**src/rtl/core/ssdm_pkg.sv**
```systemverilog
package ssdm_pkg;

  // command codes carried in tuser
  localparam logic [2:0] CMD_ELECTRON = 3'd0;
  localparam logic [2:0] CMD_MUON     = 3'd1;
  localparam logic [2:0] CMD_JET      = 3'd2;
  localparam logic [2:0] CMD_MET      = 3'd3;
  localparam logic [2:0] CMD_END      = 3'd4;

  // verdict codes
  localparam logic [2:0] VERDICT_ACCEPT        = 3'd0;
  localparam logic [2:0] VERDICT_ELECTRON_VETO = 3'd1;
  localparam logic [2:0] VERDICT_FEW_MUONS     = 3'd2;
  localparam logic [2:0] VERDICT_MUON_COUNT    = 3'd3;
  localparam logic [2:0] VERDICT_CHARGE        = 3'd4;
  localparam logic [2:0] VERDICT_FEW_JETS      = 3'd5;

  // configuration register indexes
  localparam int CFG_INDEX_W = 1;
  localparam logic [CFG_INDEX_W-1:0] REG_ELECTRON_THR = 1'd0;
  localparam logic [CFG_INDEX_W-1:0] REG_MUON_THR     = 1'd1;
  localparam logic [15:0] THR_RESET = 16'd80;

  localparam int MAX_OBJECTS_DEFAULT = 256;
  localparam logic [19:0] MET_MAX = 20'hFFFFF;
  localparam logic [1:0] GOOD_SAT = 2'd3;
  localparam logic [1:0] GOOD_PAIR = 2'd2;
  localparam logic [7:0] TWO = 8'd2;

  typedef struct packed {
    logic        valid;
    logic [7:0]  index;
    logic [15:0] pt;
    logic [1:0]  charge;
  } slot_t;

  // what one cell hands to its neighbor; disp marks an object pushed down from above
  typedef struct packed {
    logic  item;
    logic  eoe;
    logic  disp;
    slot_t cand;
  } tok_t;

  // empty slots read as zero
  function automatic slot_t slot_view(input slot_t s);
    slot_t r;
    r = s;
    if (!s.valid) begin
      r = '0;
    end
    return r;
  endfunction

endpackage

```
**src/rtl/core/ssdm_cell.sv**
```systemverilog
module ssdm_cell
  import ssdm_pkg::*;
(
  input  logic  clk,
  input  logic  rst,
  input  logic  en,
  input  tok_t  tok_in,
  output tok_t  tok_out,
  output slot_t slot,
  output slot_t held
);

  logic take;

  // a new object needs strictly higher pt, one pushed down from the cell above
  // was earlier than the held one and wins a tie
  assign take = tok_in.item && (!slot.valid || tok_in.cand.pt > slot.pt ||
                                (tok_in.disp && tok_in.cand.pt == slot.pt));

  // keep the higher candidate, pass the other one on
  always_ff @(posedge clk) begin
    if (rst) begin
      slot.valid <= 1'b0;
      tok_out.item <= 1'b0;
      tok_out.eoe <= 1'b0;
    end else if (en) begin
      if (tok_in.eoe) begin
        held <= slot;
        slot.valid <= 1'b0;
        tok_out <= tok_in;
      end else if (take) begin
        slot <= tok_in.cand;
        tok_out.item <= slot.valid;
        tok_out.eoe <= 1'b0;
        tok_out.disp <= 1'b1;
        tok_out.cand <= slot;
      end else begin
        tok_out <= tok_in;
      end
    end
  end

endmodule

```
**src/rtl/core/same_sign_dimuon_event_selector_unit.sv**
```systemverilog
// the result of an end-of-event request is registered once its end token has left the first ranking cell
// throughput: one object request per cycle while the input is not stalled, events back to back
// the rate is set by the two-cell ranking chains, one compare per cell per cycle
// input stalls only when an end-of-event token leaves the first cell while a result waits
// reset (rst, synchronous): thresholds to 80, tallies and sums cleared, slots empty, no result
module same_sign_dimuon_event_selector_unit
  import ssdm_pkg::*;
#(
  parameter int MAX_OBJECTS_PER_KIND = MAX_OBJECTS_DEFAULT
) (
  input  logic                   clk,
  input  logic                   rst,
  input  logic                   cfg_we,
  input  logic [CFG_INDEX_W-1:0] cfg_index,
  input  logic [15:0]            cfg_data,
  input  logic                   s_tvalid,
  output logic                   s_tready,
  input  logic [23:0]            s_tdata,   // pt[15:0], charge[17:16], prompt[18], zero fill
  input  logic [2:0]             s_tuser,   // command[2:0]
  output logic                   m_tvalid,
  input  logic                   m_tready,
  output logic [127:0]           m_tdata    // verdict[2:0], lead_muon_index[10:3],
                                            // lead_muon_pt[26:11], lead_muon_charge[28:27],
                                            // sub_muon_index[36:29], sub_muon_pt[52:37],
                                            // sub_muon_charge[54:53], lead_jet_index[62:55],
                                            // lead_jet_pt[78:63], sub_jet_index[86:79],
                                            // sub_jet_pt[102:87], missing_et_sum[122:103]
);

  // raw muon and jet tallies saturate at one below the per-kind limit, never above 255
  localparam int CAP_INT = (MAX_OBJECTS_PER_KIND - 1 > 255) ? 255 : MAX_OBJECTS_PER_KIND - 1;
  localparam logic [7:0] TALLY_CAP = 8'(CAP_INT);

  // event summary captured when the end marker is accepted
  typedef struct packed {
    logic        eseen;
    logic        raw_few;
    logic [1:0]  good;
    logic        jet_few;
    logic [19:0] met;
  } snap_t;

  logic [15:0] electron_thr;
  logic [15:0] muon_thr;

  logic        electron_seen;
  logic [7:0]  raw_muon_tally;
  logic [1:0]  good_muon_tally;
  logic [7:0]  jet_tally;
  logic [19:0] met_acc;
  snap_t       snap;

  logic [2:0]  cmd;
  logic [15:0] pt;
  logic [1:0]  charge;
  logic        prompt;
  logic        accept;
  logic        en;
  logic        muon_good;
  logic [20:0] met_sum;
  logic [19:0] met_next;

  tok_t  mu_in, mu_t1, mu_t2;
  tok_t  jt_in, jt_t1, jt_t2;
  slot_t mu0_slot, mu0_held, mu1_slot, mu1_held;
  slot_t jt0_slot, jt0_held, jt1_slot, jt1_held;
  slot_t lead_mu, sub_mu, lead_jt, sub_jt;
  logic [2:0] verdict;

  assign cmd    = s_tuser;
  assign pt     = s_tdata[15:0];
  assign charge = s_tdata[17:16];
  assign prompt = s_tdata[18];

  // hold everything only when a finished event would land on an untaken result
  assign en       = !(m_tvalid && !m_tready && mu_t1.eoe);
  assign s_tready = en;
  assign accept   = s_tvalid && s_tready;

  assign muon_good = prompt && (pt >= muon_thr);
  assign met_sum   = {1'b0, met_acc} + {5'b0, pt};
  assign met_next  = met_sum[20] ? MET_MAX : met_sum[19:0];

  // config writes
  always_ff @(posedge clk) begin
    if (rst) begin
      electron_thr <= THR_RESET;
      muon_thr <= THR_RESET;
    end else if (cfg_we) begin
      unique case (cfg_index)
        REG_ELECTRON_THR: electron_thr <= cfg_data;
        REG_MUON_THR:     muon_thr <= cfg_data;
        default: ;
      endcase
    end
  end

  // per-event tallies, cleared as the end marker passes
  always_ff @(posedge clk) begin
    if (rst) begin
      electron_seen <= 1'b0;
      raw_muon_tally <= '0;
      good_muon_tally <= '0;
      jet_tally <= '0;
      met_acc <= '0;
    end else if (accept) begin
      unique case (cmd)
        CMD_ELECTRON: begin
          if (pt >= electron_thr) begin
            electron_seen <= 1'b1;
          end
        end
        CMD_MUON: begin
          if (muon_good && good_muon_tally != GOOD_SAT) begin
            good_muon_tally <= good_muon_tally + 2'd1;
          end
          if (raw_muon_tally < TALLY_CAP) begin
            raw_muon_tally <= raw_muon_tally + 8'd1;
          end
        end
        CMD_JET: begin
          if (jet_tally < TALLY_CAP) begin
            jet_tally <= jet_tally + 8'd1;
          end
        end
        CMD_MET: met_acc <= met_next;
        CMD_END: begin
          electron_seen <= 1'b0;
          raw_muon_tally <= '0;
          good_muon_tally <= '0;
          jet_tally <= '0;
          met_acc <= '0;
        end
        default: ;
      endcase
    end
  end

  // summary travels alongside the first cell's output token
  always_ff @(posedge clk) begin
    if (accept && cmd == CMD_END) begin
      snap.eseen <= electron_seen;
      snap.raw_few <= raw_muon_tally < TWO;
      snap.good <= good_muon_tally;
      snap.jet_few <= jet_tally < TWO;
      snap.met <= met_acc;
    end
  end

  // candidates entering the ranking chains
  always_comb begin
    mu_in.item = accept && cmd == CMD_MUON && muon_good;
    mu_in.eoe = accept && cmd == CMD_END;
    mu_in.disp = 1'b0;
    mu_in.cand.valid = 1'b1;
    mu_in.cand.index = raw_muon_tally;
    mu_in.cand.pt = pt;
    mu_in.cand.charge = charge;
    jt_in.item = accept && cmd == CMD_JET;
    jt_in.eoe = accept && cmd == CMD_END;
    jt_in.disp = 1'b0;
    jt_in.cand.valid = 1'b1;
    jt_in.cand.index = jet_tally;
    jt_in.cand.pt = pt;
    jt_in.cand.charge = 2'b00;
  end

  // muon chain: cell 0 keeps the leader, cell 1 the runner-up
  ssdm_cell u_mu0 (
    .clk(clk), .rst(rst), .en(en), .tok_in(mu_in), .tok_out(mu_t1),
    .slot(mu0_slot), .held(mu0_held)
  );
  ssdm_cell u_mu1 (
    .clk(clk), .rst(rst), .en(en), .tok_in(mu_t1), .tok_out(mu_t2),
    .slot(mu1_slot), .held(mu1_held)
  );

  // jet chain
  ssdm_cell u_jt0 (
    .clk(clk), .rst(rst), .en(en), .tok_in(jt_in), .tok_out(jt_t1),
    .slot(jt0_slot), .held(jt0_held)
  );
  ssdm_cell u_jt1 (
    .clk(clk), .rst(rst), .en(en), .tok_in(jt_t1), .tok_out(jt_t2),
    .slot(jt1_slot), .held(jt1_held)
  );

  // when the end token sits between the cells: leader was captured by cell 0,
  // runner-up is still live in cell 1
  assign lead_mu = slot_view(mu0_held);
  assign sub_mu  = slot_view(mu1_slot);
  assign lead_jt = slot_view(jt0_held);
  assign sub_jt  = slot_view(jt1_slot);

  always_comb begin
    priority if (snap.eseen) begin
      verdict = VERDICT_ELECTRON_VETO;
    end else if (snap.raw_few) begin
      verdict = VERDICT_FEW_MUONS;
    end else if (snap.good != GOOD_PAIR) begin
      verdict = VERDICT_MUON_COUNT;
    end else if (lead_mu.charge != sub_mu.charge) begin
      verdict = VERDICT_CHARGE;
    end else if (snap.jet_few) begin
      verdict = VERDICT_FEW_JETS;
    end else begin
      verdict = VERDICT_ACCEPT;
    end
  end

  // result register
  always_ff @(posedge clk) begin
    if (rst) begin
      m_tvalid <= 1'b0;
    end else if (en && mu_t1.eoe) begin
      m_tvalid <= 1'b1;
    end else if (m_tready) begin
      m_tvalid <= 1'b0;
    end
  end

  always_ff @(posedge clk) begin
    if (en && mu_t1.eoe) begin
      m_tdata <= {5'b0, snap.met,
                  sub_jt.pt, sub_jt.index, lead_jt.pt, lead_jt.index,
                  sub_mu.charge, sub_mu.pt, sub_mu.index,
                  lead_mu.charge, lead_mu.pt, lead_mu.index,
                  verdict};
    end
  end

`ifndef NO_ASSERTIONS
  // both chains carry the end marker in step
  a_chain_aligned: assert property (@(posedge clk) disable iff (rst)
    mu_t1.eoe == jt_t1.eoe && mu_t2.eoe == jt_t2.eoe)
    else $error("ranking chains out of step");

  // the input only stalls behind an untaken result
  a_stall_cause: assert property (@(posedge clk) disable iff (rst)
    !s_tready |-> (m_tvalid && !m_tready))
    else $error("input stalled without a waiting result");

  // an accepted event always has a same-sign pair
  a_accept_same_sign: assert property (@(posedge clk) disable iff (rst)
    (m_tvalid && m_tdata[2:0] == VERDICT_ACCEPT) |-> (m_tdata[28:27] == m_tdata[54:53]))
    else $error("accepted event with opposite charges");

  // a new result appears only after an end token left the first cell
  a_result_source: assert property (@(posedge clk) disable iff (rst)
    $rose(m_tvalid) |-> $past(mu_t1.eoe))
    else $error("result without end of event");
`endif

endmodule
```
**config.mk**
```make
export PLATFORM = sky130hd
export DESIGN_NAME = same_sign_dimuon_event_selector_unit
export DESIGN_NICKNAME = d
export VERILOG_FILES = /design/src/rtl/core/ssdm_pkg.sv /design/src/rtl/core/ssdm_cell.sv /design/src/rtl/core/same_sign_dimuon_event_selector_unit.sv
export SDC_FILE = /design/constraint.sdc
export NUM_CORES = 1
export LEC_CHECK = 0
export ABC_CLOCK_PERIOD_IN_PS = 4800
export BUFFER_PORTS_ARGS = -buffer_cell sky130_fd_sc_hd__buf_2
export CAP_MARGIN = 20
export CORE_MARGIN = 5
export CORE_UTILIZATION = 57
export CTS_CLUSTER_DIAMETER = 80
export DETAILED_ROUTE_END_ITERATION = 6
export GPL_ROUTABILITY_DRIVEN = 0
export GPL_TIMING_DRIVEN = 0
export PLACE_DENSITY = 0.8
export SLEW_MARGIN = 30
export SYNTH_ARGS = -nofsm -noshare
export SYNTH_HDL_FRONTEND = slang
export SYNTH_SLANG_ARGS = --single-unit
```
**constraint.sdc**
```tcl
create_clock -name clk -period 4.8 [get_ports clk]
set_input_delay 0.48 -clock clk [delete_from_list [all_inputs] [get_ports clk]]
set_output_delay 0.48 -clock clk [all_outputs]
set_load 0.03 [all_outputs]
```
==> flow_summary.yaml <==
run_status:
  outcome: "complete, no violations"
sta:
  drv_slew: 0
  setup_tns_ns: 0
  relSlewSlack_pct: 39.8
  setup_viol: 0
  holdWs_ns: 0.166
  timing.fmax_ghz: 0.296
  setup_slack_ns: 1.43
  worstMarginPinSlew_ns: 0.903
  post-route-min-period_ns: 3.37
  rsz0062_at_grt: "false"
  hold_viol: 0
  fin_skew_ns: 0.0205
  finalCritPeriodShare_pct: 70.3
global_route:
  antenna_found_initial: 5
  grt_util_met1_pct: 29.8
  use_met2_pct: 35.4
  grt_overflow: 0
  grt_pass1_vias: 11200
  use_met3_pct: 4.55
  grt.total_usage_pct: 21.7
  grt_pass1_wl_mm: 61.1
  busiest_layer: "met2"
  grt_max_degree: 75
final_layout:
  design_area_um2: 21600
  fillers: 2223
  final_cell_mix: "354 x edfxtp_1, 170 x buf_2, 115 x ha_1, 107 x inv_1, 104 x nand2_1"
  layout.nets: 1738
  final_common_cell: "edfxtp_1"
  final_layout_size_suffix_gt1_share_pct: 21.8
  final_util_pct: 66.9
  diodes: 0
  area_growth_pct: 16.9
drt:
  vias: 11200
  drtPass1Iterations: 5
  drt-initial-drc-count: 781
  drtAntennaViolNets: 0
  routed_wl_mm: 39.2
  wire_per_inst_um: 19.1
  drt-vias-per-instance: 5.46
  remaining_drc_errors: 0
clock_tree:
  ctsHoldBuffers: 0
  clk_latency_ns: 0.54
  numCtsBuffers: 43
  clk_pin_slew_ns: 0.06
  clockBufferDepth: 3
  postCtsSetupBuffers: 0
  htree_levels: 2
  ctsResizeCount: 0
  clock-sinks: 433
  cts_root_buf: "clkbuf_16"
  cts_tree: "done"
hold_path:
  worstHoldStart: "s_tdata[17]"
  whs_endpoint: "u_mu0.slot[1]$_DFFE_PP_"
  holdPathStages: 1
  hold_class: "input pin to flop"
power_and_ir_drop:
  p_per_area_nw_per_um2: 364
  p_leak_nw: 8.69
  irDropWorstVdd_uv: 264
yosys:
  synthDistinctLibCells: 78
  synth_seq_area_share_pct: 66.1
  synth_mux_area_share_pct: 3.52
  avgSynthCellArea_um2: 13.7
  yosys_warnings: 0
  synth_compound_area_share_pct: 7.26
  synth_edf_count: 354
  ys_dominant_reg_cell: "edfxtp_1"
  async_flop_share_pct: 0
  synthAdderAreaFrac_pct: 7.90
  synth_top_area_share_pct: 57.5
  yosys.area_share.xor_xnor_pct: 1.09
  syn_inst: 1347
  synth_area_um2: 18500
  synth_top_area_cell: "edfxtp_1"
  synth_top_family_by_area: "simple AND/OR/NAND/NOR gates"
  synthSimpleGateAreaFrac_pct: 10.8
  synth_area_leaders: "edfxtp_1 58%, dfxtp_1 8.6%, ha_1 7.8%"
  ys_ff_latch: 433
setup_path:
  cp.arrival_ns: 3.63
  worst_r2r_endpoint: "u_jt0.slot[5]$_DFFE_PP_"
  crit_buf_inv: 4
  worstPathCellList: "inv_1 > ha_1 > nand3_1 > or3_1 > o21ai_0 > o211ai_2 > buf_4 > nor3_2 > buf_6 > buf_4"
  cp_slowest_cell: "nor3_2"
  r2r_cells: 10
  critPathTopFamily: "simple AND/OR/NAND/NOR gates"
  worstPathMaxFanout: 10
  crit_top_cell: "buf_4"
  cp-start-kind: "flop"
  rrSetupSlack_ns: 1.43
  path_class: "flop to flop"
  end_kind: "flop"
  critPathMaxStageDelay_ns: 0.60
  r2r_start: "u_jt0.slot[13]$_DFFE_PP_"
  worst_ep_required_time_ns: 5.05
floorplan:
  ios: 179
  dieArea_um2: 36100
  core_area_um2: 32300
  die_h_um: 190
  rows: 66
  die_x_um: 190
  start_util_pct: 57.2
placement:
  dp_slack_ns: 1.00
  placed_cell_area_um2: 20200
  numPortBuffers: 167
  dpl.hpwl_mm: 27.7
flow_run:
  max-cap-violations: 0
==> worst max-delay path by stage <==
stage                     slack (ns)                  endpoint  cells past startpoint                      from
after global routing            1.25  u_jt0.slot[16]$_DFFE_PP_                     10  u_jt0.slot[13]$_DFFE_PP_
final                           1.43   u_jt0.slot[5]$_DFFE_PP_                     10  u_jt0.slot[13]$_DFFE_PP_
after floorplan                 0.86  u_jt0.slot[10]$_DFFE_PP_                      7               s_tdata[11]
after global placement         -0.54   u_mu0.held[7]$_DFFE_PP_                      5                s_tuser[1]
after detailed placement        1.00   u_jt0.slot[3]$_DFFE_PP_                     14                s_tdata[0]
after CTS                       1.42  u_jt0.slot[16]$_DFFE_PP_                     10  u_jt0.slot[13]$_DFFE_PP_
==> Yosys cell counts, drive strengths merged, types with 3 or more instances <==
library cell / n
xnor2: 12
a211oi: 9
a2111oi: 4
and2: 103
nand2b: 20
o31ai: 4
xor2: 11
nor3: 7
nor3b: 3
o21bai: 3
inv: 110
nor2b: 10
a21o: 33
nand4: 25
o21ai: 41
a22oi: 4
mux2i: 5
buf: 15
ha: 115
or3: 5
o211ai: 5
nand2: 105
nand3: 12
a31oi: 3
and3: 4
dfxtp: 79
mux2: 51
nor2: 51
nand4b: 4
edfxtp: 354
o21a: 5
a21oi: 76
nand3b: 7
clkbuf: 22
nor4: 4
==> metrics by stage <==
| stage | total power, mW | cells |
|---|---|---|
| 2_1_floorplan | 4.46 | 1351 |
| 3_3_place_gp | 4.58 | 1960 |
| 3_5_place_dp | 4.61 | 1970 |
| 4_1_cts | 7.90 | 2048 |
| 5_1_grt | 8.13 | 2048 |
| 6_report | 7.86 | 2048 |
==> cell type report <==
type | count | area, um^2 | share of cell area, %
tap | 442 | 553 | 2.56
clock buffer | 54 | 1210 | 5.62
clock inverter | 24 | 215 | 0.996
inverter | 110 | 420 | 1.95
timing repair buffer | 177 | 1070 | 4.98
multi-input combinational | 771 | 5710 | 26.4
sequential | 433 | 12200 | 56.5
buffer | 37 | 199 | 0.921
==> where the power goes <==
part / internal (mW) / switching [mW]
Sequential: 4.10 / 0.0311
Combinational: 0.151 / 0.252
Clock: 1.96 / 1.37
==> kinds of logic (layout without fill, tap and decap cells) <==
| kind of cell | after synthesis | count (layout) |
|---|---|---|
| AO/OA/AOI/OAI | 202 | 202 |
| XOR/XNOR | 23 | 23 |
| adder cells (fa/ha/maj) | 116 | 116 |
| buffers and inverters | 147 | 402 |
| flip-flops | 433 | 433 |
| multiplexers | 56 | 56 |
| other | 1 | 5 |
| AND/OR/NAND/NOR | 369 | 369 |
==> registers in the layout (all words and copies together) (netlist names) <==
name	flops
m_tdata	123
u_mu0.tok_out	30
u_jt0.tok_out	27
u_mu0.held	27
u_mu0.slot	27
u_mu1.slot	27
snap	25
u_jt0.held	25
u_jt0.slot	25
u_jt1.slot	25
met_acc	20
electron_thr	16
muon_thr	16
jet_tally	8
raw_muon_tally	8
good_muon_tally	2
electron_seen	1
m_tvalid	1
==> layer usage <==
metal,share of wire [%],up-vias,wire length (um)
met5,0.10,-,39
met4,2.7,8,1060
met3,7.7,75,3030
met2,47,370,18500
met1,42,5400,16500
li1,-,5328,-
Power figures use the tool's default switching activity.
